## config.mk

```make
export PLATFORM = sky130hd
export DESIGN_NAME = asc_ctrl
export DESIGN_NICKNAME = d
export VERILOG_FILES = /design/src/asc_pkg.sv /design/src/asc_ctrl.sv
export SDC_FILE = /design/constraint.sdc
export NUM_CORES = 1
export LEC_CHECK = 0
export BUFFER_PORTS_ARGS = -buffer_cell sky130_fd_sc_hd__buf_2
export CAP_MARGIN = 20
export CORE_AREA = 2 2 39 41
export CTS_CLUSTER_SIZE = 25
export DETAILED_ROUTE_END_ITERATION = 8
export DIE_AREA = 0 0 41 43
export GPL_ROUTABILITY_DRIVEN = 0
export MAX_ROUTING_LAYER = met4
export PLACE_DENSITY_LB_ADDON = 0.12
export SYNTH_ARGS = -nofsm -noshare
export SYNTH_HDL_FRONTEND = slang
export SYNTH_SLANG_ARGS = --single-unit
```

## constraint.sdc

```tcl
create_clock -name clk -period 1.2 [get_ports clk]
set_input_delay 0.06 -clock clk [delete_from_list [all_inputs] [get_ports clk]]
set_output_delay 0.06 -clock clk [all_outputs]
set_load 0.01 [all_outputs]
```

## src/asc_pkg.sv

```systemverilog
// Shared types and constants for the audio sync sample corrector.
package asc_pkg;

  localparam int TIME_W    = 48;
  localparam int DIFF_W    = 49;
  localparam int ACC_W     = 56;
  localparam int SAMPLES_W = 16;
  localparam int WANTED_W  = 17;
  localparam int MODE_W    = 2;
  localparam int COEF_W    = 16;
  localparam int THRESH_W  = 32;
  localparam int RATE_W    = 18;
  localparam int ADDR_W    = 5;
  localparam int DATA_W    = 32;

  // Magnitude of a usable clock difference stays below ten seconds in Q.16.
  localparam int NOSYNC_LIMIT_Q16 = 655360;
  localparam int DMAG_W           = 20;
  localparam int DELTA_W          = 22;

  // Division by ten as a multiply by a rounded-up reciprocal, exact below 2^23 / 6.
  localparam int RECIP_TEN    = 838861;
  localparam int RECIP_SHIFT  = 23;
  localparam int LIMIT_LO_NUM = 9;
  localparam int LIMIT_HI_NUM = 11;

  localparam logic [MODE_W-1:0]   SYNC_MODE_RESET     = 2'd0;
  localparam logic                VIDEO_PRESENT_RESET = 1'b1;
  localparam logic                AUDIO_PRESENT_RESET = 1'b1;
  localparam logic [COEF_W-1:0]   AVG_COEF_RESET      = 16'd58412;
  localparam logic [THRESH_W-1:0] THRESHOLD_RESET     = 32'd3041;
  localparam logic [RATE_W-1:0]   SOURCE_RATE_RESET   = 18'd44100;

  typedef enum logic [2:0] {
    REG_SYNC_MODE     = 3'd0,
    REG_VIDEO_PRESENT = 3'd1,
    REG_AUDIO_PRESENT = 3'd2,
    REG_AVG_COEF      = 3'd3,
    REG_THRESHOLD     = 3'd4,
    REG_SOURCE_RATE   = 3'd5
  } reg_index_t;

  typedef enum logic [MODE_W-1:0] {
    SYNC_AUDIO    = 2'd0,
    SYNC_VIDEO    = 2'd1,
    SYNC_EXTERNAL = 2'd2
  } sync_mode_t;

  typedef struct packed {
    logic [MODE_W-1:0]   sync_mode;
    logic                video_present;
    logic                audio_present;
    logic [COEF_W-1:0]   average_coefficient;
    logic [THRESH_W-1:0] correction_threshold;
    logic [RATE_W-1:0]   source_rate;
  } cfg_t;

  typedef enum logic [3:0] {
    ST_IDLE,
    ST_DIFF,
    ST_CHECK,
    ST_PMUL,
    ST_PADD,
    ST_SUM,
    ST_AMAG,
    ST_AMUL,
    ST_AVG,
    ST_CLIP,
    ST_EMIT
  } state_t;

  typedef struct packed {
    logic load;
    logic diff;
    logic check;
    logic clear;
    logic mul;
    logic mul_avg;
    logic padd;
    logic sum;
    logic amag;
    logic avg;
    logic clip;
    logic emit;
  } dp_cmd_t;

  typedef struct packed {
    logic audio_master;
    logic diff_ok;
    logic warm_done;
    logic avg_reached;
    logic out_free;
  } dp_status_t;

endpackage

```

## src/asc_ctrl.sv

```systemverilog
// Sequencer that steps the datapath through one frame's correction.
module asc_ctrl import asc_pkg::*; (
  input  logic       clk,
  input  logic       rst,
  input  logic       in_valid,
  output logic       in_ready,
  input  dp_status_t status,
  output dp_cmd_t    cmd
);

  state_t state, state_next;

  always_ff @(posedge clk) begin
    if (rst) begin
      state <= ST_IDLE;
    end else begin
      state <= state_next;
    end
  end

  always_comb begin
    state_next = state;
    cmd        = '0;
    in_ready   = 1'b0;
    case (state)
      ST_IDLE: begin
        in_ready = 1'b1;
        if (in_valid) begin
          cmd.load   = 1'b1;
          state_next = ST_DIFF;
        end
      end
      ST_DIFF: begin
        cmd.diff   = 1'b1;
        state_next = ST_CHECK;
      end
      ST_CHECK: begin
        cmd.check = 1'b1;
        if (status.audio_master) begin
          state_next = ST_EMIT;
        end else if (!status.diff_ok) begin
          cmd.clear  = 1'b1;
          state_next = ST_EMIT;
        end else begin
          state_next = ST_PMUL;
        end
      end
      ST_PMUL: begin
        cmd.mul    = 1'b1;
        state_next = ST_PADD;
      end
      ST_PADD: begin
        cmd.padd   = 1'b1;
        state_next = ST_SUM;
      end
      ST_SUM: begin
        cmd.sum    = 1'b1;
        state_next = status.warm_done ? ST_AMAG : ST_EMIT;
      end
      ST_AMAG: begin
        cmd.amag   = 1'b1;
        state_next = ST_AMUL;
      end
      ST_AMUL: begin
        cmd.mul     = 1'b1;
        cmd.mul_avg = 1'b1;
        state_next  = ST_AVG;
      end
      ST_AVG: begin
        cmd.avg    = 1'b1;
        state_next = status.avg_reached ? ST_CLIP : ST_EMIT;
      end
      ST_CLIP: begin
        cmd.clip   = 1'b1;
        state_next = ST_EMIT;
      end
      ST_EMIT: begin
        if (status.out_free) begin
          cmd.emit   = 1'b1;
          state_next = ST_IDLE;
        end
      end
      default: state_next = ST_IDLE;
    endcase
  end

endmodule

```

==> metrics.md <==
| Metric | Value |
|---|---|
| Outcome | completed |
| Max cap viols | 0 |
| Final Hold Viols | 0 |
| Num ports | 21 |
| Register area share after synthesis | about a quarter |
| Global-route wire length before repair | 1370 um |
| Top cells by area, synth | dfxtp_1 23%, nor2_1 12%, nor3_1 5.8% |
| Mapped Cells | 52 |
| Core region area | 0.00138 mm^2 |
| Initial antenna violation count | 0 |
| Filler instances | approximately 140 |
| Max-slew violation count | 0 |
| PortBufs | 20 |
| Crit path buf inv count | 1 |
| Max clock buf depth | 2 |
| PD cells | roughly 2300 mW/mm^2 |
| CP max-delay cell | dfxtp_4 |
| CP delay by family, top | flip-flops |
| CTS clock-pin slew for the worst setup and hold paths | around 0.04 ns |
| # setup viols final | 0 |
| N_diodes | 0 |
| # clock sinks | 4 |
| Area Overhead vs Synth | 74.5% |
| Hold Path End | state[0] |
| Worst hold path startpoint | rst |
| Crit Path Category | reg -> out |
| Max IR drop VDD | just over 1 mV |
| Worst slew pin tran | 0.291 ns |
| Largest Register | state |
| WHS Path Cells | 2 |
| Worst Clk Skew | between 0.003 and 0.004 ns |
| NumNets Final | 90 |
| Arrival @ worst endpoint | approximately 1.1 ns |
| Worst-Skew Late Latency | 0.24 ns |
| Power Total | 1.39 mW |
| Layout cells sized above 1 | 58.8% |
| Yosys top cell area share | between 20% and 30% |
| Die Area | 0.00176 mm^2 |
| Synth Net Count | 60 |
| WP data required | 1.14 ns |
| Gr usage total | 12.0% |
| Vias | 445 |
| Grt total ovfl | 0 |
| Fmax | 837 MHz |
| TritonCTS clock tree | yes |
| WP depth | 4 |
| Largest register FFs | 4 |
| Hold Slack | 0.0753 ns |
| Slew headroom | 80.5% |
| Setup slack after layout | 0.00511 ns |
| Worst reg2reg path depth | 3 |
| CTS Root Cell | clkbuf_4 |
| Crit end category | primary output |
| Post-synthesis cell type count | 22 |
| Initial Utilization | 24.9% |
| DRC viols | 0 |
| Synth area leader | dfxtp_1 |
| Final period utilization | 99.6% |
| CP Launch Type | flip-flop |
| Flops & latches, synth | 4 |
| Syn Area/Cell | 6.62 um^2 |
| Multi-input gate area in the final layout | 280 um^2 |
| Drt initial violations | 15 |
| WL per Instance | between 10 and 15 um |
| Antenna Nets Post-Route | 0 |
| Leakage power | 0.289 nW |
| Reg2reg start | state[1] |
| Biggest regs | state (4) |
| RSZ-0062 raised after global routing | true |
| Largest net degree at the start of global routing | 11 |
| Post-place setup slack | 0.0632 ns |
| FF-to-FF setup slack | 0.11 ns |
| Register area | 95.1 um^2 |
| FP Rows | 14 |
| Final Critical Period | 1.19 ns |
| YS warnings | 0 |
| DP Wirelength | ~730 um |
| Cell Area, Synth | 344 um^2 |
| Worst path cell trace | nor2b_4, nand2_1, nor3_1, buf_2 |
| H-tree levels | 1 |
| Drt pass-1 iters | 4 |
| HP Class | in -> reg |
| CP max FO | 8 |
| Die height | around 43 um |
| Die Wd | 41 um |
| Routed WL | 961 um |
| Reg-to-Reg End | state[2] |
| Avg Vias per Cell | between 4 and 5 |
| Vias in the first global route | 351 |
| Worst path max stage delay | 0.40 ns |
| Number of CTS-inserted buffers | 3 |
-- worst register-to-register path: cells and delay by family, from the launching register on --
kind | cells | cell delay, ns
and+or+nand+nor | 1 | 0.06
AOI/OAI and AO/OA | 2 | 0.53
DFF | 1 | 0.37
-- kinds of logic (layout without fill, tap and decap cells) --
kind of cell           after synthesis  count (layout)  share of synthesized area [%]
DFF                                  4               4                           23.3
buffers and inverters                8              36                           11.3
and+or+nand+nor                     30              30                           47.3
AOI/OAI and AO/OA                   10              10                           18.2
-- stage by stage --
stage / utilization (%) / cells / cell area, um^2 / TNS (ns)
2_1_floorplan: - / 52 / 344 / 0
6_report: 43.4 / 96 / 601 / 0
4_1_cts: 38.2 / 92 / 529 / -0.000816
3_5_place_dp: 33.5 / 88 / 463 / 0
5_1_grt: 43.4 / 96 / 601 / -0.232
3_3_place_gp: 33.5 / 88 / 463 / -0.0104
-- where the power goes --
part	switching (mW)	total [mW]	internal (mW)
Sequential	0.145	0.359	0.215
Clock	0.0593	0.171	0.112
Combinational	0.415	0.862	0.447
-- synth_stat cells (all sizes together) --
cell      n
nand2     5
buf       2
and2      1
nor2     11
nand4b    1
nor3      6
nand3b    1
inv       6
nor2b     1
a21oi     2
dfxtp     4
o311ai    1
nand2b    4
a311oi    1
o21ai     5
a2111oi   1
-- cells in the final DEF, fill, tap and decap left out --
master and count:
a2111oi_1 1, a21oi_1 2, a311oi_1 1, and2_1 1, buf_2 20, buf_4 5, buf_6 2, clkbuf_4 3
dfxtp_4 4, inv_1 5, inv_2 1, nand2_1 4, nand2_2 1, nand2b_1 1, nand2b_2 1, nand2b_4 2
nand3b_1 1, nand4b_1 1, nor2_1 9, nor2_4 2, nor2b_4 1, nor3_1 1, nor3_2 4, nor3_4 1
o21ai_0 3, o21ai_1 2, o311ai_1 1
-- worst max path at each step --
stage,start,endpoint,slack [ns]
floorplan,state[1],cmd[8],0.12
CTS,state[1],cmd[10],-0.0008
global placement,state[0],state[2],-0.01
detailed placement,state[0],state[2],0.06
global route,state[1],cmd[8],-0.05
finish,state[1],cmd[8],0.005
-- cell type report --
type / count / share of cell area (%)
Sequential cell: 4 / 15.8
Timing Repair Buffer: 27 / 26.7
Inverter: 6 / 3.75
Multi-Input combinational cell: 40 / 46.7
Clock buffer: 3 / 3.75
Tap cell: 16 / 3.33
-- routing by layer --
metal  part of all wire [%]  track usage (%)  vias to the layer above
met5                      0                -                        -
met1                     42             13.9                      196
met3                    6.6             3.14                        2
li1                       -                -                      233
met4                    1.6             8.00                        0
met2                     50             17.5                       14
-- repair_timing --
action,in CTS,in global routing
setup endpoints to repair,13,9
pin swaps,1,2
gates cloned,0,0
gates resized for setup,13,9
hold buffers,0,0
setup buffers,1,4
Note: power is estimated with default switching activity, not from simulation.
