## src/asc_pkg.sv

```systemverilog
// Shared types and constants for the audio sync sample corrector.
package asc_pkg;

  localparam int TIME_W    = 48;
  localparam int DIFF_W    = 49;
  localparam int ACC_W     = 56;
  localparam int SAMPLES_W = 16;
  localparam int WANTED_W  = 17;
  localparam int MODE_W    = 2;
  localparam int COEF_W    = 16;
  localparam int THRESH_W  = 32;
  localparam int RATE_W    = 18;
  localparam int ADDR_W    = 5;
  localparam int DATA_W    = 32;

  // Magnitude of a usable clock difference stays below ten seconds in Q.16.
  localparam int NOSYNC_LIMIT_Q16 = 655360;
  localparam int DMAG_W           = 20;
  localparam int DELTA_W          = 22;

  // Division by ten as a multiply by a rounded-up reciprocal, exact below 2^23 / 6.
  localparam int RECIP_TEN    = 838861;
  localparam int RECIP_SHIFT  = 23;
  localparam int LIMIT_LO_NUM = 9;
  localparam int LIMIT_HI_NUM = 11;

  localparam logic [MODE_W-1:0]   SYNC_MODE_RESET     = 2'd0;
  localparam logic                VIDEO_PRESENT_RESET = 1'b1;
  localparam logic                AUDIO_PRESENT_RESET = 1'b1;
  localparam logic [COEF_W-1:0]   AVG_COEF_RESET      = 16'd58412;
  localparam logic [THRESH_W-1:0] THRESHOLD_RESET     = 32'd3041;
  localparam logic [RATE_W-1:0]   SOURCE_RATE_RESET   = 18'd44100;

  typedef enum logic [2:0] {
    REG_SYNC_MODE     = 3'd0,
    REG_VIDEO_PRESENT = 3'd1,
    REG_AUDIO_PRESENT = 3'd2,
    REG_AVG_COEF      = 3'd3,
    REG_THRESHOLD     = 3'd4,
    REG_SOURCE_RATE   = 3'd5
  } reg_index_t;

  typedef enum logic [MODE_W-1:0] {
    SYNC_AUDIO    = 2'd0,
    SYNC_VIDEO    = 2'd1,
    SYNC_EXTERNAL = 2'd2
  } sync_mode_t;

  typedef struct packed {
    logic [MODE_W-1:0]   sync_mode;
    logic                video_present;
    logic                audio_present;
    logic [COEF_W-1:0]   average_coefficient;
    logic [THRESH_W-1:0] correction_threshold;
    logic [RATE_W-1:0]   source_rate;
  } cfg_t;

  typedef enum logic [3:0] {
    ST_IDLE,
    ST_DIFF,
    ST_CHECK,
    ST_PMUL,
    ST_PADD,
    ST_SUM,
    ST_AMAG,
    ST_AMUL,
    ST_AVG,
    ST_CLIP,
    ST_EMIT
  } state_t;

  typedef struct packed {
    logic load;
    logic diff;
    logic check;
    logic clear;
    logic mul;
    logic mul_avg;
    logic padd;
    logic sum;
    logic amag;
    logic avg;
    logic clip;
    logic emit;
  } dp_cmd_t;

  typedef struct packed {
    logic audio_master;
    logic diff_ok;
    logic warm_done;
    logic avg_reached;
    logic out_free;
  } dp_status_t;

endpackage

```

## src/asc_dp.sv

```systemverilog
// Datapath: difference, averaging accumulator, threshold test and clipped correction.
module asc_dp import asc_pkg::*; #(
  parameter int WARMUP_FRAMES = 20
) (
  input  logic                     clk,
  input  logic                     rst,
  input  dp_cmd_t                  cmd,
  output dp_status_t               status,
  input  cfg_t                     cfg,
  input  logic signed [TIME_W-1:0] in_audio_time,
  input  logic                     in_audio_time_valid,
  input  logic signed [TIME_W-1:0] in_master_time,
  input  logic                     in_master_time_valid,
  input  logic [SAMPLES_W-1:0]     in_frame_samples,
  output logic                     out_valid,
  input  logic                     out_ready,
  output logic [WANTED_W-1:0]      out_wanted_samples,
  output logic                     out_corrected
);

  localparam int                WarmW    = $clog2(WARMUP_FRAMES + 1);
  localparam logic [WarmW-1:0]  WarmLast = WarmW'(WARMUP_FRAMES);
  localparam int                MulW     = ACC_W + 1;
  localparam int                LoW      = SAMPLES_W + 17;
  localparam int                ProdW    = DMAG_W + RATE_W;
  localparam int                LimXW    = 20;
  localparam int                LimQW    = 40;
  localparam logic signed [DIFF_W-1:0] LimPos = DIFF_W'(NOSYNC_LIMIT_Q16);
  localparam logic signed [DIFF_W-1:0] LimNeg = -LimPos;

  logic signed [TIME_W-1:0] audio_time;
  logic signed [TIME_W-1:0] master_time;
  logic                     times_valid;
  logic [SAMPLES_W-1:0]     frame_samples;
  logic signed [DIFF_W-1:0] diff;
  logic [DMAG_W-1:0]        diff_mag;
  logic signed [ACC_W-1:0]  acc;
  logic [WarmW-1:0]         warm;
  logic [ACC_W-1:0]         mag;
  logic [MulW-1:0]          prod_hi;
  logic [LoW-1:0]           prod_lo;
  logic [MulW-1:0]          psum;
  logic [ProdW-1:0]         delta_prod;
  logic [WANTED_W-1:0]      lim_lo;
  logic [WANTED_W-1:0]      lim_hi;
  logic [WANTED_W-1:0]      wanted_fix;
  logic                     corr;

  logic [16:0]              factor;
  logic [MulW-1:0]          mul_hi;
  logic [LoW-1:0]           mul_lo;
  logic [DIFF_W-1:0]        diff_abs;
  logic [ACC_W-1:0]         acc_abs;
  logic signed [57:0]       diff_ext;
  logic signed [57:0]       p_ext;
  logic signed [57:0]       sum_full;
  logic signed [ACC_W-1:0]  sum_sat;
  logic [MulW-1:0]          avg_val;
  logic [LimXW-1:0]         lo_x;
  logic [LimXW-1:0]         hi_x;
  logic [LimQW-1:0]         lo_q;
  logic [LimQW-1:0]         hi_q;
  logic [DELTA_W-1:0]       delta;
  logic signed [23:0]       n_ext;
  logic signed [23:0]       d_ext;
  logic signed [23:0]       w;
  logic signed [23:0]       lo_ext;
  logic signed [23:0]       hi_ext;
  logic [WANTED_W-1:0]      w_clip;
  logic                     audio_master;

  // Shared Q1.16 scaler: high and low halves of the magnitude times the factor.
  assign factor = cmd.mul_avg ? (17'h10000 - {1'b0, cfg.average_coefficient})
                              : {1'b0, cfg.average_coefficient};
  assign mul_hi = MulW'(mag[ACC_W-1:16]) * MulW'(factor);
  assign mul_lo = LoW'(mag[15:0]) * LoW'(factor);

  assign diff_abs = diff[DIFF_W-1] ? DIFF_W'(-diff) : DIFF_W'(diff);
  assign acc_abs  = acc[ACC_W-1] ? ACC_W'(-acc) : ACC_W'(acc);

  assign diff_ext = {{(58 - DIFF_W){diff[DIFF_W-1]}}, diff};
  assign p_ext    = {1'b0, psum};
  assign sum_full = diff_ext + (acc[ACC_W-1] ? -p_ext : p_ext);

  always_comb begin
    if (sum_full[57:55] == 3'b000 || sum_full[57:55] == 3'b111) begin
      sum_sat = sum_full[ACC_W-1:0];
    end else if (sum_full[57]) begin
      sum_sat = {1'b1, {(ACC_W-1){1'b0}}};
    end else begin
      sum_sat = {1'b0, {(ACC_W-1){1'b1}}};
    end
  end

  assign avg_val = prod_hi + MulW'(prod_lo[LoW-1:16]);

  // Clip limits: floor(9n/10) and floor(11n/10).
  assign lo_x = LimXW'(frame_samples) * LimXW'(LIMIT_LO_NUM);
  assign hi_x = LimXW'(frame_samples) * LimXW'(LIMIT_HI_NUM);
  assign lo_q = LimQW'(lo_x) * LimQW'(RECIP_TEN);
  assign hi_q = LimQW'(hi_x) * LimQW'(RECIP_TEN);

  assign delta  = delta_prod[ProdW-1:16];
  assign n_ext  = {8'b0, frame_samples};
  assign d_ext  = {2'b0, delta};
  assign w      = diff[DIFF_W-1] ? (n_ext - d_ext) : (n_ext + d_ext);
  assign lo_ext = {7'b0, lim_lo};
  assign hi_ext = {7'b0, lim_hi};

  always_comb begin
    if (w < lo_ext) begin
      w_clip = lim_lo;
    end else if (w > hi_ext) begin
      w_clip = lim_hi;
    end else begin
      w_clip = w[WANTED_W-1:0];
    end
  end

  always_comb begin
    case (cfg.sync_mode)
      SYNC_VIDEO: audio_master = !cfg.video_present;
      SYNC_AUDIO: audio_master = cfg.audio_present;
      default:    audio_master = 1'b0;
    endcase
  end

  assign status.audio_master = audio_master;
  assign status.diff_ok      = times_valid && (diff < LimPos) && (diff > LimNeg);
  assign status.warm_done    = warm >= WarmLast;
  assign status.avg_reached  = avg_val >= MulW'(cfg.correction_threshold);
  assign status.out_free     = !out_valid || out_ready;

  // Control state.
  always_ff @(posedge clk) begin
    if (rst) begin
      acc       <= '0;
      warm      <= '0;
      out_valid <= 1'b0;
    end else begin
      if (cmd.clear) begin
        acc  <= '0;
        warm <= '0;
      end else if (cmd.sum) begin
        acc <= sum_sat;
        if (!status.warm_done) begin
          warm <= warm + 1'b1;
        end
      end
      if (cmd.emit) begin
        out_valid <= 1'b1;
      end else if (out_ready) begin
        out_valid <= 1'b0;
      end
    end
  end

  // Working registers.
  always_ff @(posedge clk) begin
    if (cmd.load) begin
      audio_time    <= in_audio_time;
      master_time   <= in_master_time;
      times_valid   <= in_audio_time_valid && in_master_time_valid;
      frame_samples <= in_frame_samples;
      corr          <= 1'b0;
    end
    if (cmd.diff) begin
      diff <= DIFF_W'(audio_time) - DIFF_W'(master_time);
    end
    if (cmd.check) begin
      diff_mag <= diff_abs[DMAG_W-1:0];
      mag      <= acc_abs;
    end
    if (cmd.amag) begin
      mag <= acc_abs;
    end
    if (cmd.mul) begin
      prod_hi <= mul_hi;
      prod_lo <= mul_lo;
    end
    if (cmd.mul && cmd.mul_avg) begin
      delta_prod <= ProdW'(diff_mag) * ProdW'(cfg.source_rate);
      lim_lo     <= lo_q[RECIP_SHIFT +: WANTED_W];
    end
    if (cmd.padd) begin
      psum <= prod_hi + MulW'(prod_lo[LoW-1:16]);
    end
    if (cmd.avg) begin
      lim_hi <= hi_q[RECIP_SHIFT +: WANTED_W];
    end
    if (cmd.clip) begin
      wanted_fix <= w_clip;
      corr       <= 1'b1;
    end
    if (cmd.emit) begin
      out_wanted_samples <= corr ? wanted_fix : {1'b0, frame_samples};
      out_corrected      <= corr;
    end
  end

endmodule
```

## config.mk

```make
export PLATFORM = sky130hd
export DESIGN_NAME = asc_dp
export DESIGN_NICKNAME = d
export VERILOG_FILES = /design/src/asc_pkg.sv /design/src/asc_dp.sv
export SDC_FILE = /design/constraint.sdc
export NUM_CORES = 2
export LEC_CHECK = 0
export BUFFER_PORTS_ARGS = -buffer_cell sky130_fd_sc_hd__buf_2
export CORE_ASPECT_RATIO = 0.9
export CORE_MARGIN = 1.5
export CORE_UTILIZATION = 35
export CTS_CLUSTER_DIAMETER = 80
export CTS_CLUSTER_SIZE = 25
export DETAILED_ROUTE_END_ITERATION = 10
export PLACE_DENSITY = 0.52
export REMOVE_ABC_BUFFERS = 1
export SLEW_MARGIN = 20
export SYNTH_ARGS = -nofsm -noshare
export SYNTH_HDL_FRONTEND = slang
export SYNTH_SLANG_ARGS = --single-unit
export TNS_END_PERCENT = 50
```

## constraint.sdc

```tcl
create_clock -name clk -period 13 [get_ports clk]
set_clock_uncertainty 0.05 [all_clocks]
set_input_delay 0.65 -clock clk [delete_from_list [all_inputs] [get_ports clk]]
set_output_delay 0.65 -clock clk [all_outputs]
set_load 0.01 [all_outputs]
```

==> results.md <==
- Outcome: completed
- Worst min path class: input pin to flop
- Routed vias/inst: a little over 5
- Count of cell types in the netlist: 83
- Hold endpoint: master_time[2]$_DFFE_PP_
- CP max-delay cell: edfxtp_1
- CP dominant cell by count: ha_1
- Share of the synthesized area in the top cell type: 0.314
- CP max FO: 17
- Main area contributors after synthesis: fa_1, edfxtp_1, ha_1, inv_1, nand2_1
- R2R Setup Slk: between 1500 and 2000 ps
- Wire length of the first global-routing pass: around 400 mm
- H-tree lvl count: 2
- GRT overflow: 0
- Final GP Congestion: 0.894
- Post-route ant nets: 0
- CTS Buf Count: 52
- Routed WL per cell: 20.4 um
- Post-Route WL: around 260 mm
- Final nets: 11800
- Post-synthesis cell area: slightly below 90000 um2
- Max Root-Sink Buffers: 3
- Bufs and invs on worst path: 5
- Critical Path RT: 13410 ps
- Dpl hpwl: roughly 210 mm
- Max_cap viols: 0
- Crit Path Category: flop to flop
- Hold Crit Start: in_master_time[2]
- Setup violators final: 0
- Setup TNS: 0 ps
- Num rows: between 150 and 200
- Port Buffers: 222
- GRT Overall Usage: 0.208
- I/O pin count: 223
- Hold Vio Cnt, Final: 0
- Reg clk slew, reported paths: 100 ps
- Vias in the first global route: 66300
- CP delay by family, top: adder cells
- Share of cells above drive strength 1: 0.0528
- Synth Flop Type: edfxtp_1
- Post-Synthesis Cells: 9229
- Fmax: roughly 88 MHz
- Initial core utilization: 0.351
- Core Area: 247000 um2
- First-pass iteration count of the detailed router: 6
- Sink Count: 523
- Vias: roughly 64000
- Antenna violations before repair: 26
- Die Area: 251000 um2
- Syn Area/Cell: 9.39 um2
- PostCTS Resize Cnt: 0
- CP max stage delay: 900 ps
- R2R Path End: lim_hi[16]$_DFFE_PP_
- Synth area leader: fa_1
- Worst r2r src: frame_samples[0]$_DFFE_PP_
- Worst reg2reg path depth: 38
- Post-synth EDFFs: 460
- DRC: 0
- Post-CTS setup buffers: 0
- Tmin final: 11350 ps
- RSZ-0062 raised after global routing: false
- CP Capture Type: flop
- Die X: about 530 um
- Slew headroom: 0.226
- Number of DRC markers in iteration 0: 4417
- Worst-skew pair later-pin latency: 720 ps
- Startpoint types: flop
- CTS tree: yes
- Chip Height: 475 um
- Hold Path Cell Cnt: 1
- Worst Path Arrival: ~12000 ps
- Filler cells: around 25000
- Slew @ Worst Pin: 1150 ps
- CTS Hold Buffers Added: 0
- Pins Over Slew Limit: 0
- Final worst path period share: 0.873
- Clk root buf: clkbuf_16
- Synth Warn #: 0
- Area Overhead vs Synth: 7.84%
- Largest net degree at the start of global routing: between 80 and 90
- #FFs+latches synth: 523
- Sequential share of the synthesized area: 0.174
- Async S/R FF share, synth: 0
state kept, by name, indices dropped and copies added, names as in the netlist, 20 cells and up:
name / cells
diff: 49
psum: 57
audio_time: 48
acc: 56
master_time: 48
delta_prod: 22
prod_hi: 57
mag: 56
diff_mag: 20
synth_stat cells (10+ instances only):
master / instances
inv_1: 1983
fa_1: 1359
nand2_1: 1208
ha_1: 1024
edfxtp_1: 460
and2_1: 420
xnor2_1: 346
clkbuf_1: 321
a21oi_1: 306
o21ai_0: 288
nor2_1: 225
a21o_1: 135
xor2_1: 109
nand3_1: 84
nor3_1: 72
dfxtp_1: 63
nand4_1: 63
nand2b_1: 55
o21a_1: 55
o31ai_1: 50
a211oi_1: 43
and3_1: 43
o21bai_1: 38
a31oi_1: 37
nor2b_1: 34
nor4_1: 31
or3_1: 28
o41ai_1: 27
or2_2: 25
o211ai_1: 23
or4_1: 22
a2111oi_0: 18
buf_1: 18
and4_1: 15
a221o_1: 14
a221oi_1: 14
a21boi_0: 13
o2111ai_1: 11
a211o_1: 10
mux2i_1: 10
o311ai_0: 10
routing by layer:
| metal | GRT usage | wire, um |
|---|---|---|
| met1 | 0.303 | 122000 |
| met2 | 0.325 | 113000 |
| met3 | 0.0250 | 13200 |
| met4 | 0.0542 | 7350 |
| met5 | 0 | 31 |
stage by stage:
step	cell area (um2)	hold WS (ps)	util	instances	worst slack, ps
finish	93400	63.2	0.379	12500	1650
floorplan	85300	384	-	8886	1590
CTS	93400	0.350	0.379	12500	1660
detailed placement	91400	408	0.371	12400	1730
global placement	91400	400	0.371	12400	1840
global route	93400	18.9	0.379	12500	856
cell usage in the layout, fill, tap and decap left out, drive strengths merged, types with 225 or more instances in the layout:
cell type  Yosys  layout
inv         1983    2008
fa          1359    1359
nand2       1208    1208
ha          1024    1024
edfxtp       460     460
and2         420     420
xnor2        346     346
buf           20     316
a21oi        306     306
o21ai        290     290
nor2         225     225
how the worst max path moves through the flow:
stage	from	to	slack, ps	cells after the start
global route	frame_samples[0]$_DFFE_PP_	lim_hi[16]$_DFFE_PP_	860	38
finish	frame_samples[0]$_DFFE_PP_	lim_hi[16]$_DFFE_PP_	1650	38
floorplan	cfg[57]	prod_hi[54]$_DFFE_PP_	1590	25
detailed placement	frame_samples[0]$_DFFE_PP_	lim_hi[16]$_DFFE_PP_	1730	38
CTS	frame_samples[0]$_DFFE_PP_	lim_hi[16]$_DFFE_PP_	1660	38
global placement	frame_samples[0]$_DFFE_PP_	lim_hi[16]$_DFFE_PP_	1840	38
area by class of cell:
cell class / instances / area [um2] / share of cell area
multi-input cells: 6380 / 63000 / 0.674
flip-flops and latches: 523 / 15100 / 0.161
inverters: 1983 / 7440 / 0.0797
well taps: 3237 / 4050 / 0.0433
repair buffers: 316 / 1850 / 0.0197
clock buffers: 55 / 1340 / 0.0144
clock inverters: 43 / 663 / 0.00710
diodes: 3 / 7.51 / 0.0000803
worst reg2reg max path: cells and delay by family, from the launching register on:
family | cells | cell delay [ps]
adders and majority gates | 11 | 4410
AOI/OAI and AO/OA | 17 | 4290
DFF | 1 | 900
and+or+nand+nor | 3 | 660
buffers and inverters | 5 | 320
muxes | 1 | 320
xor gates and xnor gates | 1 | 140
kinds of logic after synthesis:
logic type                 share of synthesized area
AOI/OAI and AO/OA                             0.0856
xor gates and xnor gates                      0.0460
adders and majority gates                      0.462
buffers and inverters                          0.101
DFF                                            0.174
muxes                                        0.00180
and+or+nand+nor                                0.130
Power is left out: the tool's default activity adds up to more than one toggle a clock period on the data nets, which glitch-free logic cannot reach.
