`src/asc_pkg.sv`:
```
// Shared types and constants for the audio sync sample corrector.
package asc_pkg;

  localparam int TIME_W    = 48;
  localparam int DIFF_W    = 49;
  localparam int ACC_W     = 56;
  localparam int SAMPLES_W = 16;
  localparam int WANTED_W  = 17;
  localparam int MODE_W    = 2;
  localparam int COEF_W    = 16;
  localparam int THRESH_W  = 32;
  localparam int RATE_W    = 18;
  localparam int ADDR_W    = 5;
  localparam int DATA_W    = 32;

  // Magnitude of a usable clock difference stays below ten seconds in Q.16.
  localparam int NOSYNC_LIMIT_Q16 = 655360;
  localparam int DMAG_W           = 20;
  localparam int DELTA_W          = 22;

  // Division by ten as a multiply by a rounded-up reciprocal, exact below 2^23 / 6.
  localparam int RECIP_TEN    = 838861;
  localparam int RECIP_SHIFT  = 23;
  localparam int LIMIT_LO_NUM = 9;
  localparam int LIMIT_HI_NUM = 11;

  localparam logic [MODE_W-1:0]   SYNC_MODE_RESET     = 2'd0;
  localparam logic                VIDEO_PRESENT_RESET = 1'b1;
  localparam logic                AUDIO_PRESENT_RESET = 1'b1;
  localparam logic [COEF_W-1:0]   AVG_COEF_RESET      = 16'd58412;
  localparam logic [THRESH_W-1:0] THRESHOLD_RESET     = 32'd3041;
  localparam logic [RATE_W-1:0]   SOURCE_RATE_RESET   = 18'd44100;

  typedef enum logic [2:0] {
    REG_SYNC_MODE     = 3'd0,
    REG_VIDEO_PRESENT = 3'd1,
    REG_AUDIO_PRESENT = 3'd2,
    REG_AVG_COEF      = 3'd3,
    REG_THRESHOLD     = 3'd4,
    REG_SOURCE_RATE   = 3'd5
  } reg_index_t;

  typedef enum logic [MODE_W-1:0] {
    SYNC_AUDIO    = 2'd0,
    SYNC_VIDEO    = 2'd1,
    SYNC_EXTERNAL = 2'd2
  } sync_mode_t;

  typedef struct packed {
    logic [MODE_W-1:0]   sync_mode;
    logic                video_present;
    logic                audio_present;
    logic [COEF_W-1:0]   average_coefficient;
    logic [THRESH_W-1:0] correction_threshold;
    logic [RATE_W-1:0]   source_rate;
  } cfg_t;

  typedef enum logic [3:0] {
    ST_IDLE,
    ST_DIFF,
    ST_CHECK,
    ST_PMUL,
    ST_PADD,
    ST_SUM,
    ST_AMAG,
    ST_AMUL,
    ST_AVG,
    ST_CLIP,
    ST_EMIT
  } state_t;

  typedef struct packed {
    logic load;
    logic diff;
    logic check;
    logic clear;
    logic mul;
    logic mul_avg;
    logic padd;
    logic sum;
    logic amag;
    logic avg;
    logic clip;
    logic emit;
  } dp_cmd_t;

  typedef struct packed {
    logic audio_master;
    logic diff_ok;
    logic warm_done;
    logic avg_reached;
    logic out_free;
  } dp_status_t;

endpackage

```
`src/asc_regs.sv`:
```
// APB-style configuration register file.
module asc_regs import asc_pkg::*; (
  input  logic              clk,
  input  logic              rst,
  input  logic              psel,
  input  logic              penable,
  input  logic              pwrite,
  input  logic [ADDR_W-1:0] paddr,
  input  logic [DATA_W-1:0] pwdata,
  output logic [DATA_W-1:0] prdata,
  output logic              pready,
  output cfg_t              cfg
);

  logic wr_en;

  assign pready = 1'b1;
  assign wr_en  = psel && penable && pwrite;

  always_ff @(posedge clk) begin
    if (rst) begin
      cfg.sync_mode            <= SYNC_MODE_RESET;
      cfg.video_present        <= VIDEO_PRESENT_RESET;
      cfg.audio_present        <= AUDIO_PRESENT_RESET;
      cfg.average_coefficient  <= AVG_COEF_RESET;
      cfg.correction_threshold <= THRESHOLD_RESET;
      cfg.source_rate          <= SOURCE_RATE_RESET;
    end else if (wr_en) begin
      case (paddr[ADDR_W-1:2])
        REG_SYNC_MODE:     cfg.sync_mode            <= pwdata[MODE_W-1:0];
        REG_VIDEO_PRESENT: cfg.video_present        <= pwdata[0];
        REG_AUDIO_PRESENT: cfg.audio_present        <= pwdata[0];
        REG_AVG_COEF:      cfg.average_coefficient  <= pwdata[COEF_W-1:0];
        REG_THRESHOLD:     cfg.correction_threshold <= pwdata[THRESH_W-1:0];
        REG_SOURCE_RATE:   cfg.source_rate          <= pwdata[RATE_W-1:0];
        default: ;
      endcase
    end
  end

  always_comb begin
    case (paddr[ADDR_W-1:2])
      REG_SYNC_MODE:     prdata = DATA_W'(cfg.sync_mode);
      REG_VIDEO_PRESENT: prdata = DATA_W'(cfg.video_present);
      REG_AUDIO_PRESENT: prdata = DATA_W'(cfg.audio_present);
      REG_AVG_COEF:      prdata = DATA_W'(cfg.average_coefficient);
      REG_THRESHOLD:     prdata = DATA_W'(cfg.correction_threshold);
      REG_SOURCE_RATE:   prdata = DATA_W'(cfg.source_rate);
      default:           prdata = '0;
    endcase
  end

endmodule

```
`config.mk`:
```
export PLATFORM = sky130hd
export DESIGN_NAME = asc_regs
export DESIGN_NICKNAME = d
export VERILOG_FILES = /design/src/asc_pkg.sv /design/src/asc_regs.sv
export SDC_FILE = /design/constraint.sdc
export NUM_CORES = 1
export LEC_CHECK = 0
export BUFFER_PORTS_ARGS = -buffer_cell sky130_fd_sc_hd__buf_2
export CAP_MARGIN = 20
export CORE_MARGIN = 5
export CORE_UTILIZATION = 48
export CTS_BUF_LIST = sky130_fd_sc_hd__clkbuf_8
export CTS_CLUSTER_DIAMETER = 150
export DETAILED_ROUTE_END_ITERATION = 10
export GPL_ROUTABILITY_DRIVEN = 0
export PLACE_DENSITY = 0.8
export RECOVER_POWER = 100
export SYNTH_ARGS = -nofsm -noshare
export SYNTH_HDL_FRONTEND = slang
export SYNTH_SLANG_ARGS = --single-unit
```
`constraint.sdc`:
```
create_clock -name clk -period 1.9 [get_ports clk]
set_input_delay 0.095 -clock clk [delete_from_list [all_inputs] [get_ports clk]]
set_output_delay 0.095 -clock clk [all_outputs]
set_load 0.005 [all_outputs]
```
==> results of run 1 <==
power by group:
part           internal (mW)  total [mW]  switching [mW]
registers               1.48        1.49         0.00838
clock network          0.944        1.50           0.558
logic                  0.115       0.266           0.151
total                   2.54        3.25           0.717
layout by cell type, fill, tap and decap left out, types with 6 or more instances in the layout:
cell / count
and2_1: 8
o21ai_2: 8
clkbuf_8: 11
mux2i_1: 67
o21ai_0: 34
nor2b_1: 21
nor2_1: 42
and2_0: 6
clkbuf_1: 68
dfxtp_1: 70
buf_2: 74
o2bb2ai_1: 14
nand2b_1: 61
layout make-up:
class | count | area share
Tap cell | 99 | 0.0283
Clock buffer | 11 | 0.0346
Sequential cell | 70 | 0.320
Inverter | 1 | 0.000857
Timing Repair Buffer | 151 | 0.159
Clock inverter | 5 | 0.0240
Multi-Input combinational cell | 275 | 0.434
worst paths after layout:
| check | startpoint | to | slack (ns) | depth (start not counted) |
|---|---|---|---|---|
| setup reg to reg | cfg[12] | cfg[12] | 1.04 | 3 |
| hold / removal | pwdata[28] | cfg[46] | 0.02 | 3 |
| hold reg to reg | cfg[19] | cfg[19] | 0.49 | 2 |
| setup / recovery | paddr[3] | cfg[26] | 0.31 | 6 |
logic make-up (layout without fill, tap and decap cells):
| logic type | after synthesis | after routing |
|---|---|---|
| and+or+nand+nor | 147 | 147 |
| DFF | 70 | 70 |
| muxes | 68 | 68 |
| AOI/OAI and AO/OA | 59 | 59 |
| buffers and inverters | 33 | 168 |
| other | 1 | 1 |
critical path, cell delays in order:
cell	delay, ns
clkbuf_1	0.19
nand2b_1	0.26
clkbuf_2	0.34
nor2_4	0.19
clkbuf_1	0.52
mux2i_1	0.26
routing by layer:
metal  up-vias  wire length (um)  track usage
li1       1529                 -            -
met2        97              4930        0.379
met1      1497              3850        0.241
met4         0               191       0.0865
met5         -                 0            0
met3        19               478       0.0292
per-stage QoR:
step	hold slack, ns	worst slack (ns)
floorplan	0.241	0.806
global placement	0.357	0.423
detailed placement	0.366	0.366
CTS	0.00138	0.392
global route	0.0246	0.221
finish	0.0178	0.310
==> out/qor.yml, run 1 <==
route:
  wl_um: 9450
  drt_iter0_markers: 181
  drt-pass1-iter-count: 4
  num_vias: 3142
  ant_nets: 0
  wl_per_cell_um: 15.4
  drc_errors: 0
  via_per_inst: 5.13
clocking:
  clk_pin_slew_ns: 0.08
  clk-insertion-delay-late_ns: 0.33
  post_cts_resized: 0
  hold_buffers: 0
  clockRootBuffer: "clkbuf_8"
  clkSinkCount: 70
  post_cts_buffers: 0
  numCtsBuffers: 9
  h-tree-depth: 3
  cts_tree: "built"
  cts_buffer_depth: 2
logic_synthesis:
  yosysSeqAreaShare: 0.399
  async_flop_share: 0
  synth_nets: 420
  yosys_warnings: 0
  netlist_top_cells_area: "dfxtp_1 40%, mux2i_1 19%, nand2b_1 11%, nor2_1 4.5%, nor2b_1 3.7%"
  synth.distinct_cells: 27
  synth-adder-area-share: 0
  synth_area_leader_cell: "dfxtp_1"
  avgSynthCellArea_um2: 9.29
  synthesis.instances: 378
  synth_common_cells: "70 x dfxtp_1, 67 x mux2i_1, 61 x nand2b_1, 42 x nor2_1, 25 x o21ai_0"
  ys_seq_elements: 70
  synth_top_cell_area_share: 0.399
  yosys.area_share.xor_xnor: 0
  synth.most_common_cell: "dfxtp_1"
  synthMuxAreaShare: 0.197
  ys_dominant_reg_cell: "dfxtp_1"
  synth_compound_area_frac: 0.111
  synth_top_family_by_area: "simple AND/OR/NAND/NOR gates"
  synth_simple_gate_area_frac: 0.242
  synth_enable_flop_cells: 0
  syn_area_um2: 3510
critical_path:
  start_kind: "primary input"
  crit_type: "primary input to register"
  required_ns: 2.16
  worstPathMaxFanout: 20
  cp-end-kind: "register"
  worst_ep_arrival_time_ns: 1.85
final_layout:
  fillers: 683
  seq_area_um2: 1400
  finalNonFillerCells: 612
  diodes: 0
  post-route-util: 0.610
  layout.nets: 550
  top_register: "cfg"
  area_growth_pct: 24.7
  largest_register_ffs: 70
  reg_top3: "cfg (70)"
  design_area_um2: 4380
  drive_above_1_share: 0.211
  multi_input_area_um2: 1900
global_routing:
  grt_pass1_vias: 3137
  grt_pass1_wl_um: 14900
  grt_usage: 0.208
  antenna_found_initial: 0
  grt_start_max_net_pins: 116
  grt-ovfl-total: 0
sta:
  finalCritPeriodShare: 0.837
  max_slew_margin: 0.244
  layout_min_cycle_time_ns: 1.59
  hold_violations: 0
  finalClockSkew_ns: 0
  slew_violations: 0
  fmax_mhz: 629
  setup_violations: 0
  rsz0062_at_grt: "false"
  setup_tns_ns: 0
  tightest_slew_ns: 1.13
floorplanning:
  die_h_um: 95.5
  dieArea_um2: 9130
  pin_count: 145
  rows: 31
  initial_core_util: 0.489
  die_x_um: 95.5
  core-area_um2: 7180
placement:
  placed_cells: 596
  dpl_cell_area_um2: 4270
  dpl.hpwl_um: 6690
  port_buffers: 141
pwr:
  peakVddDrop_uv: 525
  p_leak_nw: 1.77
  finalPower_mw: 3.25
  power_density_nw_per_um2: 743
hold_path:
  hold_path.class: "primary input to register"
status:
  status: "finished clean"
job:
  drv_cap: 0
Power figures use the tool's default switching activity.
==> inputs of run 2 (changes only) <==
--- a/config.mk
+++ b/config.mk
@@ -8,12 +8,12 @@
 export BUFFER_PORTS_ARGS = -buffer_cell sky130_fd_sc_hd__buf_2
 export CAP_MARGIN = 20
 export CORE_MARGIN = 5
-export CORE_UTILIZATION = 48
+export CORE_UTILIZATION = 45
 export CTS_BUF_LIST = sky130_fd_sc_hd__clkbuf_8
 export CTS_CLUSTER_DIAMETER = 150
 export DETAILED_ROUTE_END_ITERATION = 10
 export GPL_ROUTABILITY_DRIVEN = 0
-export PLACE_DENSITY = 0.8
+export PLACE_DENSITY = 0.79
 export RECOVER_POWER = 100
 export SYNTH_ARGS = -nofsm -noshare
 export SYNTH_HDL_FRONTEND = slang
==> constraint.sdc (replaced) <==
create_clock -name clk -period 1.4 [get_ports clk]
set_input_delay 0.07 -clock clk [delete_from_list [all_inputs] [get_ports clk]]
set_output_delay 0.07 -clock clk [all_outputs]
set_load 0.005 [all_outputs]
==> run 2 against run 1 <==
  * The run now ends with negative setup slack left
  * Clock skew unchanged
  * Count of clock-buffer cells in the layout down 1
  * Via count is 3.0% higher
  * Total power grew 30%
  * Register-to-register slack got worse by 0.51 ns
  * Highest routed layer unchanged
==> out/qor.yml, run 2 (same netlist as run 1, synthesis figures left out) <==
global_routing:
  grt_pass1_wl_um: 15800  # was 14900 um
  grt_usage: 0.200  # was 0.208
  grt_start_max_net_pins: 47  # was 116
  grt-ovfl-total: 0  # unchanged
  antenna_found_initial: 0  # unchanged
  grt_pass1_vias: 3256  # was 3137
clocking:
  clk-insertion-delay-late_ns: 0.32  # was 0.33 ns
  cts_buffer_depth: 2  # unchanged
  clockRootBuffer: "clkbuf_8"  # unchanged
  clkSinkCount: 70  # unchanged
  numCtsBuffers: 9  # unchanged
  clk_pin_slew_ns: 0.08  # about the same
  cts_tree: "built"  # unchanged
  h-tree-depth: 3  # unchanged
pwr:
  combPwrFrac: 0.101  # was 0.082
  peakVddDrop_uv: 634  # was 525 uV
  pwr-share-seq: 0.477  # was 0.457
  p_int_mw: 3.27  # was 2.54 mW
  power_density_nw_per_um2: 906  # was 743 nW/um^2
  p_leak_nw: 1.98  # was 1.77 nW
  sw_frac_of_total: 0.227  # was 0.220
  finalPower_mw: 4.23  # was 3.25 mW
  p_sw_uw: 958  # was 717 uW
  clockPowerShare: 0.422  # was 0.462
route:
  ant_nets: 0  # unchanged
  num_vias: 3235  # was 3142
  drt_iter0_markers: 126  # was 181
  wl_um: 9720  # was 9450 um
  via_per_inst: 5.01  # was 5.13
  drt-pass1-iter-count: 4  # unchanged
  drc_errors: 0  # unchanged
  wl_per_cell_um: 15.1  # was 15.4 um
final_layout:
  final_cell_mix: "96 x buf_2, 67 x mux2i_1, 67 x dfxtp_1"  # was 74 x buf_2, 70 x dfxtp_1, 68 x clkbuf_1
  layout.nets: 581  # was 550
  largest_register_ffs: 70  # unchanged
  drive_above_1_share: 0.261  # was 0.211
  post-route-util: 0.610  # about the same
  final_common_cell: "buf_2"  # unchanged
  reg_top3: "cfg (70)"  # unchanged
  top_register: "cfg"  # unchanged
  area_growth_pct: 32.8  # was 24.7%
  fillers: 695  # was 683
  diodes: 0  # unchanged
floorplanning:
  dieArea_um2: 9670  # was 9130 um^2
  initial_core_util: 0.459  # was 0.489
  die_x_um: 98.3  # was 95.5 um
  core-area_um2: 7650  # was 7180 um^2
  pin_count: 145  # unchanged
  die_h_um: 98.3  # was 95.5 um
  rows: 32  # was 31
job:
  drv_cap: 0  # unchanged
sta:
  setup_slack_ns: -0.0276  # was 0.310 ns
  finalClockSkew_ns: 0  # unchanged
  finalCritPeriodShare: 1.02
  rsz0062_at_grt: "true"  # was false
  tightest_slew_ns: 0.598  # was 1.13 ns
  setup_tns_ns: -0.0276  # was 0 ns
  max_slew_margin: 0.601  # was 0.244
  layout_min_cycle_time_ns: 1.43
  fmax_mhz: 700
  slew_violations: 0  # unchanged
  setup_violations: 1  # was 0
  hold_violations: 0  # unchanged
critical_path:
  crit_type: "register to output port"  # was primary input to register
  worstPathMaxFanout: 2  # was 20
  worst_ep_arrival_time_ns: 1.36  # was 1.85 ns
  required_ns: 1.33  # was 2.16 ns
  start_kind: "register"  # was primary input
  cp-end-kind: "output port"  # was register
placement:
  port_buffers: 141  # unchanged
  dpl.hpwl_um: 7010  # was 6690 um
status:
  violations: "negative setup slack"
  status: "complete, but fails checks"  # was finished clean
hold_path:
  hold_path.class: "primary input to register"  # unchanged
[run 2: worst paths after layout]
path	start	end	cells after the start	slack, ns
max	cfg[50]	prdata[0]	4	-0.03
min	pwdata[8]	cfg[26]	3	0.02
max reg2reg	cfg[50]	cfg[50]	4	0.53
min reg2reg	cfg[30]	cfg[30]	2	0.49
[run 2: per-stage QoR]
stage / cells / area, um^2 / setup slack, ns / hold slack (ns)
3_3_place_gp: 608 / 4390 / 0.126 / 0.332
4_1_cts: 645 / 4830 / -0.0468 / 0.00235
2_1_floorplan: 378 / 3510 / 0.331 / 0.193
6_report: 646 / 4670 / -0.0276 / 0.0179
5_1_grt: 646 / 4670 / -0.0729 / 0.0131
3_5_place_dp: 608 / 4390 / 0.0840 / 0.343
[run 2: timing repair]
item                       CTS  global route
hold buffers                18             0
setup endpoints to repair    1             1
pin swaps                    1             0
buffers inserted             3             1
hold endpoints to repair    18             0
gates resized for setup      5             1
[run 2: power groups by stage]
| stage | clock [mW] | combinational, mW | sequential (mW) |
|---|---|---|---|
| 6_report | 1.78 | 0.428 | 2.02 |
| 5_1_grt | 1.91 | 0.470 | 2.02 |
| 4_1_cts | 1.83 | 0.455 | 2.02 |
| 3_5_place_dp | 0 | 0.411 | 2.06 |
| 3_3_place_gp | 0 | 0.399 | 2.06 |
| 2_1_floorplan | 0 | 0.225 | 2.06 |
[run 2: final cells by class]
class                      instances  area, um^2  area share
multi-input combinational        275        1880       0.403
sequential                        70        1410       0.301
timing repair buffer             182        1030       0.220
clock buffer                      10         138      0.0295
tap                              102         128      0.0274
clock inverter                     6        85.1      0.0182
inverter                           1        3.75    0.000805
[run 2: worst max-delay path, stage by stage, from the launching register on]
cell	delay, ns
dfxtp_2	0.32
mux4_2	0.46
inv_2	0.07
o22ai_2	0.05
buf_2	0.14
[run 2: per-layer routing]
layer,track usage,vias to the layer above,routed length [um]
met5,0,-,0
met4,0.0830,0,224
met3,0.0371,19,428
met2,0.352,82,5050
met1,0.237,1549,4030
li1,-,1585,-
